===== src/sv/scrh_pkg.sv =====
// Shared types, constants and codes for the substring compare block.
package scrh_pkg;
	localparam int MaxLen = 4096;
	localparam int IdxW = $clog2(MaxLen);
	localparam int LenW = $clog2(MaxLen + 1);
	localparam int HashW = 30;
	localparam logic [HashW-1:0] HashMod = 30'd1000000009;
	localparam logic [5:0] HashBase = 6'd37;

	localparam logic [1:0] CMD_APPEND = 2'd0;
	localparam logic [1:0] CMD_QUERY = 2'd1;
	localparam logic [1:0] CMD_CLEAR = 2'd2;

	typedef struct packed {
		logic [1:0] command;
		logic [7:0] symbol;
		logic [11:0] first_start;
		logic [11:0] first_end;
		logic [11:0] second_start;
		logic [11:0] second_end;
	} in_item_t;

	typedef struct packed {
		logic signed [1:0] order;
		logic bad_request;
	} out_item_t;

	typedef enum logic [3:0] {
		ST_IDLE, ST_APP_MUL, ST_APP_WR, ST_Q_SETUP, ST_P_RD, ST_P_MUL1, ST_P_MUL2,
		ST_P_MUL3, ST_P_CMP, ST_C_RD, ST_C_CMP, ST_OUT
	} state_t;

	typedef struct packed {
		logic start;
		logic [HashW-1:0] a;
		logic [HashW-1:0] b;
	} mul_req_t;

	// (x mod 26) + 2 for a byte
	function automatic logic [4:0] sym_code(input logic [7:0] c);
		logic [7:0] r;
		r = c;
		if (r >= 8'd208) r = r - 8'd208;
		if (r >= 8'd104) r = r - 8'd104;
		if (r >= 8'd52) r = r - 8'd52;
		if (r >= 8'd26) r = r - 8'd26;
		return r[4:0] + 5'd2;
	endfunction
endpackage


===== src/sv/scrh_modmul.sv =====
// Shift-add modular multiplier: one bit of the multiplier per cycle.
module scrh_modmul (
	input logic clk,
	input logic arst_n,
	input scrh_pkg::mul_req_t req,
	output logic busy,
	output logic [scrh_pkg::HashW-1:0] prod
);
	import scrh_pkg::*;
	localparam int CntW = $clog2(HashW + 1);
	logic [HashW-1:0] acc_q, a_q, b_q;
	logic [CntW-1:0] cnt_q;
	logic [HashW:0] dbl, dbl_r, sum;
	logic [HashW-1:0] acc_d;

	always_comb begin
		dbl = {acc_q, 1'b0};
		dbl_r = (dbl >= {1'b0, HashMod}) ? dbl - {1'b0, HashMod} : dbl;
		sum = dbl_r + (b_q[HashW-1] ? {1'b0, a_q} : '0);
		acc_d = (sum >= {1'b0, HashMod}) ? HashW'(sum - {1'b0, HashMod}) : sum[HashW-1:0];
	end

	always_ff @(posedge clk or negedge arst_n) begin
		if (!arst_n) begin
			cnt_q <= '0;
		end else if (req.start) begin
			cnt_q <= CntW'(HashW);
		end else if (cnt_q != '0) begin
			cnt_q <= cnt_q - 1'b1;
		end
	end

	always_ff @(posedge clk) begin
		if (req.start) begin
			acc_q <= '0;
			a_q <= req.a;
			b_q <= req.b;
		end else if (cnt_q != '0) begin
			acc_q <= acc_d;
			b_q <= {b_q[HashW-2:0], 1'b0};
		end
	end

	assign busy = (cnt_q != '0);
	assign prod = acc_q;
endmodule


===== config.mk =====
export PLATFORM = sky130hd
export DESIGN_NAME = scrh_modmul
export DESIGN_NICKNAME = d
export VERILOG_FILES = /design/src/sv/scrh_pkg.sv /design/src/sv/scrh_modmul.sv
export SDC_FILE = /design/constraint.sdc
export NUM_CORES = 1
export LEC_CHECK = 0
export ABC_CLOCK_PERIOD_IN_PS = 9500
export BUFFER_PORTS_ARGS = -buffer_cell sky130_fd_sc_hd__buf_4
export CAP_MARGIN = 10
export CORE_ASPECT_RATIO = 1.75
export CORE_MARGIN = 8
export CORE_UTILIZATION = 64
export DETAILED_ROUTE_END_ITERATION = 16
export GPL_TIMING_DRIVEN = 0
export MAX_ROUTING_LAYER = met4
export PLACE_DENSITY = 0.87
export SYNTH_ARGS = -nofsm -noshare
export SYNTH_HDL_FRONTEND = slang
export SYNTH_SLANG_ARGS = --single-unit

===== constraint.sdc =====
create_clock -name clk -period 9.5 [get_ports clk]
set_input_delay 1.425 -clock clk [delete_from_list [all_inputs] [get_ports clk]]
set_output_delay 1.425 -clock clk [all_outputs]
set_load 0.01 [all_outputs]

# After elaboration in Yosys (flattened, before gate mapping)
# Index checks and enable logic that the tools add are counted.
# W data, S select, Z words.
# word_totals
out_inout_bits	31
reg_bits	95
wordCells	19
input_bits	63
# classes
n_reduce_logical	2
mux	7
n_addsub	4
magnitude_cmp	2
# ops
operator	count
$mux W30	4
$ge A31 B30 Y1 const B	2
$add A31 B30 Y31	1
$mux W31	1
$sub A31 B30 Y31 const B	1
$sub A30 B30 Y30 const B	1
$mux W5	2
$reduce_bool A5 Y1	1
$sub A5 B1 Y5 const B	1
$reduce_bool A2 Y1	1

# Longest topological paths before layout
# Gate-level depths: netlist of run 1.
# depth
word_depth	5
depth_mapped	28
mapped_depth_nobuf	24

# Worst setup path before layout of run 1
# No wires, ideal clock.
# synth_timing
kind	reg2reg
from	reg acc_q[3] (netlist: prod[3])
to	reg acc_q[8] (netlist: prod[8])
path_slack_ns	3.250
synth_period_minus_slack_ns	6.250
path_buffers	2
setup_ns	0.132
path_stages_with_launch	24
arrival_ns	6.118
required_ns	9.368
cell_sequence	dfxtp_1 nor4_1 a31oi_1 or3_1 a2111oi_2 nor2_1 nor2_1 nor2_1 a21oi_1 clkinv_1 clkbuf_1 ha_1 fa_1 a211oi_1 nor2_1 mux2i_1 a31oi_2 nand3b_1 or4_1 o31a_1 a21o_1 buf_6 a2111oi_0 o211ai_1
# synth_via
elab_chain_len	5
word_cells_on_any_way	7
classes_between	add/sub: 3; order compare: 2; mux: 2
# synth_lines
item	line	source
start, declared	scrh_modmul.sv:11	logic [HashW-1:0] acc_q, a_q, b_q;
start signal, assigned	scrh_modmul.sv:35	acc_q <= '0;
start signal, assigned	scrh_modmul.sv:39	acc_q <= acc_d;
$sub A31 B30 Y31 or $ge A31 B30 Y1 (tied branches)	scrh_modmul.sv:18	dbl_r = (dbl >= {1'b0, HashMod}) ? dbl - {1'b0, HashMod} : dbl;
$mux W31 *	scrh_modmul.sv:18	
$add A31 B30 Y31 *	scrh_modmul.sv:19	sum = dbl_r + (b_q[HashW-1] ? {1'b0, a_q} : '0);
$sub A30 B30 Y30 or $ge A31 B30 Y1 (tied branches)	scrh_modmul.sv:20	acc_d = (sum >= {1'b0, HashMod}) ? HashW'(sum - {1'b0, HashMod}) : sum[HashW-1:0];
$mux W30 *	scrh_modmul.sv:20	
# Every way passes the cells marked *; elsewhere a longest branch is shown, timed or not.
# A chain may end at the register's enable or synchronous reset.

# Worst setup path after layout of run 1
# layout_timing
from	reg acc_q[3] (netlist: prod[3])
to	reg acc_q[13] (netlist: prod[13])
# Same word-level chain as after synthesis.

==> results of run 1 <==
==> layout make-up <==
cell class	instances	area (um^2)
clock inverters	7	67.6
clock buffers	9	225
fillers	912	3050
well taps	137	171
inverters	14	52.6
plain buffers	51	228
multi-input cells	710	4850
flip-flops and latches	95	2530
repair buffers	93	698
==> cell families (layout without fill, tap and decap cells) <==
logic type	count (synthesis)	after routing	share of synthesized area (%)
mux	38	38	5.44
compound gates	256	256	23.9
buf+inv	65	174	3.66
simple gates	325	325	21.7
flops	95	95	33.0
fa+ha+maj	36	36	5.98
xor+xnor	55	55	6.29
==> per-stage QoR <==
step                      setup slack (ns)  instances  util [%]  hold WS, ns
final                                 1.33       1116      74.3        0.530
after global routing                 0.569       1116      74.3        0.559
after CTS                             1.61       1116      74.3        0.528
after detailed placement              1.73       1100      71.9        0.512
after global placement                1.73       1100      71.9        0.494
after floorplan                       3.25        870         -        0.475
==> synthesized netlist by cell type, types with 6 or more instances <==
cell and count:
o21a_1 12, mux2i_1 9, nand3_1 28, and3_1 12, o211ai_1 15, nand3b_1 7
or3_1 9, and2_1 44, a2111oi_0 6, xor2_1 25, a211o_1 6, a221oi_1 7
a31oi_1 10, mux2_2 29, nand4_1 11, nor3_1 28, o2111ai_1 7, clkbuf_1 32
nor4_1 6, a211oi_1 22, dfxtp_1 30, inv_1 13, ha_1 35, xnor2_1 30
edfxtp_1 60, nor2_1 79, nand2b_1 6, o21ai_0 44, a21oi_1 50, buf_2 14
a21o_1 18, and4_1 6, nand2_1 65
==> per-layer routing <==
layer / GRT usage, % / wire [um] / vias to the layer above
met4: 26.6 / 2190 / 0
met5: - / 0 / -
met3: 4.51 / 1560 / 152
met1: 31.0 / 8610 / 3462
li1: - / - / 3512
met2: 54.8 / 12300 / 434
==> state kept, by name, indices dropped and copies added (netlist names) <==
signal	flops
b_q	30
a_q	30
prod	30
cnt_q	5
==> cell usage in the layout (no fill, tap or decap), drive strengths merged, types with 5 or more instances in the layout <==
| cell | instances |
|---|---|
| mux2 | 29 |
| o2111ai | 7 |
| xor2 | 25 |
| a211oi | 24 |
| xnor2 | 30 |
| or2 | 5 |
| o211ai | 16 |
| dfrtp | 5 |
| nor3 | 29 |
| and4 | 6 |
| o21ai | 46 |
| or3 | 9 |
| nand3b | 7 |
| mux2i | 9 |
| or4 | 5 |
| a31oi | 11 |
| o21a | 12 |
| nor2 | 79 |
| a211o | 6 |
| a21oi | 50 |
| nand2b | 6 |
| nand3 | 28 |
| inv | 16 |
| and3 | 13 |
| a221oi | 8 |
| nand4 | 11 |
| nand2 | 65 |
| a2111oi | 8 |
| ha | 35 |
| clkbuf | 41 |
| a21o | 18 |
| o211a | 5 |
| nor4 | 6 |
| buf | 112 |
| dfxtp | 30 |
| edfxtp | 60 |
| and2 | 44 |
==> worst paths after layout <==
path	startpoint	slack [ns]	endpoint	cells after the start
worst max register to register	prod[3]	1.33	prod[13]	25
min in group asynchronous	arst_n	0.85	cnt_q[3]	1
max in group asynchronous	arst_n	8.54	cnt_q[4]	1
worst min register to register	cnt_q[4]	0.53	cnt_q[4]	1
worst max-delay path	prod[3]	1.33	prod[13]	25
worst min-delay path	cnt_q[4]	0.53	cnt_q[4]	1
==> power by group <==
| group | switching [W] | internal, W |
|---|---|---|
| Clock | 0.000180 | 0.000184 |
| Sequential | 0.0000936 | 0.000521 |
| Combinational | 0.00139 | 0.000771 |
| Total | 0.00166 | 0.00148 |
==> summary.txt, run 1 <==
Worst setup path
  – Critical Path Max Stage Delay: 0.62 ns
  – CP required: 9.79 ns
  – Buf+Inv Stages, Crit Path: 4
  – Crit end category: flop
  – Slowest CP cell: a2111oi_0
  – CP Data Arrival Time: 8.46 ns
  – Startpoint Class: flop
  – Crit Path Class: flop to flop
  – Crit-path leading delay family: compound AO/OA/AOI/OAI gates
  – CP max FO: 10

Timing
  – Setup violators final: 0
  – Fmax: 122 MHz
  – Aggregate negative setup slack: 0 ns
  – Setup repair after global routing missed its margin: no
  – Final Skew: 0.0141 ns
  – Rel. slew slack: 25.3%
  – Slew @ Worst Pin: 1.12 ns
  – Tcrit/Tclk final: 86.0%
  – Fin. max-slew vios: 0
  – Period minus WS final: 8.17 ns
  – Final Hold Fails: 0

Synthesis
  – Syn avg cell area: 8.81 um^2
  – Area leader, netlist: edfxtp_1
  – Main synth FF type: edfxtp_1
  – #FFs+latches synth: 95
  – Synthesized instance count: 870
  – Synth Cell Area: 0.00766 mm^2
  – Yosys warnings: 0
  – Ys async rst share: 5.26%
  – Post-synth EDFFs: 60
  – Syn nets: 969
  – Top post-synthesis cells by area: edfxtp_1 24%, dfxtp_1 7.8%, ha_1 5.7%
  – Register area share after synthesis: 33.0%
  – Post-synth cell types: 80
  – Share of the synthesized area in the top cell type: 23.5%

Drt
  – DRT Wirelength: 24700 um
  – First-pass detailed-route iteration total: 5
  – Routed vias/inst: 6.77
  – Routed vias: 7560
  – WL/cell: 22.1 um
  – DRC Markers: 0
  – Antenna viol nets, final: 0
  – Initial DRC count: 790

Placement
  – Port Buffer Count: 93
  – Dpl hpwl: 18600 um
  – Placed inst area: 0.00853 mm^2
  – GPL Wtd Cong: 1.05

Global route
  – GR Overflow Total: 0
  – Tot GR Track Use: 31.8%
  – First-pass GRT wire length: 38000 um
  – Vias in the first global route: 7493
  – Largest net degree at the start of global routing: 32
  – Antenna violations before repair: 0

Cells and area
  – Final #Nets: 1073
  – Area delta synth->final: 15.2%
  – Final Instance Area: 0.00882 mm^2
  – Fraction of layout cells with a size suffix above 1: 17.8%
  – Antenna diode count: 0

Clock network
  – Number of setup buffers added after CTS: 0
  – Clock Pin Slew Worst Setup and Hold Paths: 0.08 ns
  – CTS tree: done
  – Post-CTS Resized: 0
  – Clk sinks: 95
  – # hold bufs at CTS: 0
  – CTS buffer count: 9
  – Max clock buf depth: 2
  – Root Driver: clkbuf_16
  – H-tree depth: 3
  – Clk Latency, worst-skew pair: 0.36 ns

Power
  – Peak VDD IR: 0.204 mV
  – Total power: 0.00314 W
  – Power Density: 356 mW/mm^2
  – Leakage: 3.61 nW

Status
  – Status: finished, final reports clean

Floorplan
  – I/O pins: 94
  – Die X: 98.7 um
  – Starting density of the core: 64.5%
  – Rows: 53
  – Die area: 0.0159 mm^2
  – Die Height: 161 um
  – Core area: 0.0119 mm^2

Worst hold path
  – Min-delay worst type: flop to flop

Flow run
  – # Max-Cap Violations: 0
No activity file was read; power rests on OpenSTA's default activity.
==> run 2, diff against run 1 <==
RECOVER_POWER = 25   (was unset)
==> run 2 against run 1 <==
Compared with the run above:
- count of clock-buffer cells in the layout did not move
- critical path depth did not move
- highest routed layer unchanged
- largest cell class unchanged
- the flow now finishes with violations (max-capacitance violations, max-slew violations)
- routed wire length fell by 0.22%
- first-iteration DRC count rose by 4.1%
- setup slack got worse by 0.033 ns
- largest power group unchanged
==> summary.txt, run 2 (synthesized netlist as in run 1, its figures left out) <==
Cells and area
  – Final #Nets: 1073
  – Fraction of layout cells with a size suffix above 1: 17.6%
  – Sequential Area: 0.00253 mm^2
  – Most common cell after layout, fill and taps aside: nor2_1
  – Antenna diode count: 0
  – # fillers: 913
  – Most frequent cells in the layout: 79 x nor2_1, 65 x nand2_1, 64 x buf_4
  – Area delta synth->final: 15.1%
  – Multi-input logic area: 0.00485 mm^2

Clock network
  – Post-CTS Resized: 0
  – Clock Pin Slew Worst Setup and Hold Paths: 0.08 ns
  – Number of setup buffers added after CTS: 0
  – Clk sinks: 95
  – CTS buffer count: 9
  – Root Driver: clkbuf_16
  – CTS tree: done
  – Max clock buf depth: 2
  – # hold bufs at CTS: 0
  – H-tree depth: 3
  – Clk Latency, worst-skew pair: 0.36 ns

Power
  – Power Density: 356 mW/mm^2
  – Leakage: 3.60 nW
  – Peak VDD IR: 0.204 mV

Timing
  – Rel. slew slack: -22.4%
  – Tcrit/Tclk final: 86.4%
  – Setup repair after global routing missed its margin: no
  – Final Skew: 0.0119 ns
  – Fin. max-slew vios: 32
  – Final Hold Fails: 0
  – Fmax: 122 MHz
  – Setup violators final: 0
  – Worst setup margin: 1.30 ns
  – Period minus WS final: 8.20 ns
  – Aggregate negative setup slack: 0 ns
  – Slew @ Worst Pin: 1.84 ns

Global route
  – GR Overflow Total: 0
  – Antenna violations before repair: 0
  – Tot GR Track Use: 31.8%
  – Vias in the first global route: 7493
  – Largest net degree at the start of global routing: 32
  – First-pass GRT wire length: 38000 um

Floorplan
  – Rows: 53
  – Core area: 0.0119 mm^2
  – Die Height: 161 um
  – Starting density of the core: 64.5%
  – I/O pins: 94
  – Die X: 98.7 um
  – Die area: 0.0159 mm^2

Drt
  – DRC Markers: 0
  – First-pass detailed-route iteration total: 6
  – Routed vias/inst: 6.76
  – Initial DRC count: 822
  – DRT Wirelength: 24600 um
  – WL/cell: 22.1 um
  – Routed vias: 7547
  – Antenna viol nets, final: 0

Worst setup path
  – CP Data Arrival Time: 8.49 ns
  – Crit end category: flop
  – Crit Path Class: flop to flop
  – Startpoint Class: flop
  – CP max FO: 10
  – CP required: 9.78 ns

Placement
  – Port Buffer Count: 93
  – Pre-CTS setup slack: 1.73 ns
  – Dpl hpwl: 18600 um
  – GPL Wtd Cong: 1.05

Status
  – Failing checks: max-capacitance violations, max-slew violations
  – Status: finished, violations left

Worst hold path
  – Min-delay worst type: flop to flop

Flow run
  – # Max-Cap Violations: 1
## run 2: cell types whose count changed in the layout (fill, tap and decap cells not counted)
cell | previous run | this run
buf_4 | 96 | 64
clkbuf_4 | 0 | 30
clkbuf_1 | 32 | 34
## run 2: layout make-up
class	instances	share of cell area [%]
Inverter	14	0.596
Buffer	51	2.58
Clock inverter	7	0.766
Timing Repair Buffer	93	7.83
Multi-Input combinational cell	710	55.1
Clock buffer	9	2.55
Sequential cell	95	28.7
Tap cell	137	1.94
## run 2: power breakdown
part | total (W) | switching, W | internal [W]
registers | 0.000615 | 0.0000937 | 0.000521
clock network | 0.000361 | 0.000178 | 0.000184
logic | 0.00216 | 0.00139 | 0.000770
## run 2: worst max-delay path, cell delays in order, from the launching register on
cell and delay (ns):
dfxtp_1 0.39, nor4_1 0.47, a31oi_1 0.18, or3_1 0.41
a2111oi_2 0.51, nor2_1 0.08, nor2_1 0.18, nor2_1 0.09
a21oi_1 0.46, clkinv_1 0.42, clkbuf_1 0.34, nand2_1 0.14
xnor2_1 0.18, ha_1 0.48, nand4_1 0.24, a2111oi_0 0.64
a211oi_1 0.16, a21oi_1 0.39, a221oi_1 0.20, xnor2_1 0.51
o2111ai_1 0.41, a21oi_1 0.41, buf_2 0.34, buf_4 0.23
nand2_1 0.09, a31oi_1 0.16
## run 2: layer usage
layer  global-route usage [%]  share of wire (%)  wire length, um
met1                     31.0                 35             8600
met2                     54.8                 50            12200
met3                     4.51                6.4             1570
met4                     26.6                9.1             2250
met5                        -                  0                0
## run 2: final timing paths
check / end / startpoint / cells after the start / slack, ns
worst max-delay path: prod[13] / prod[3] / 25 / 1.30
min in group asynchronous: cnt_q[3] / arst_n / 1 / 0.91
worst min register to register: cnt_q[4] / cnt_q[4] / 1 / 0.53
worst min-delay path: cnt_q[4] / cnt_q[4] / 1 / 0.53
max in group asynchronous: cnt_q[4] / arst_n / 1 / 8.36
worst max register to register: prod[13] / prod[3] / 25 / 1.30
## run 2: per-stage QoR
step           area [um^2]  utilization (%)  total power (W)  hold slack (ns)  instances
2_1_floorplan         7660                -          0.00206            0.475        870
3_3_place_gp          8530             71.9          0.00262            0.494       1100
3_5_place_dp          8530             71.9          0.00266            0.512       1100
4_1_cts               8820             74.3          0.00304            0.528       1116
5_1_grt               8820             74.3          0.00332            0.559       1116
6_report              8820             74.3          0.00314            0.527       1116
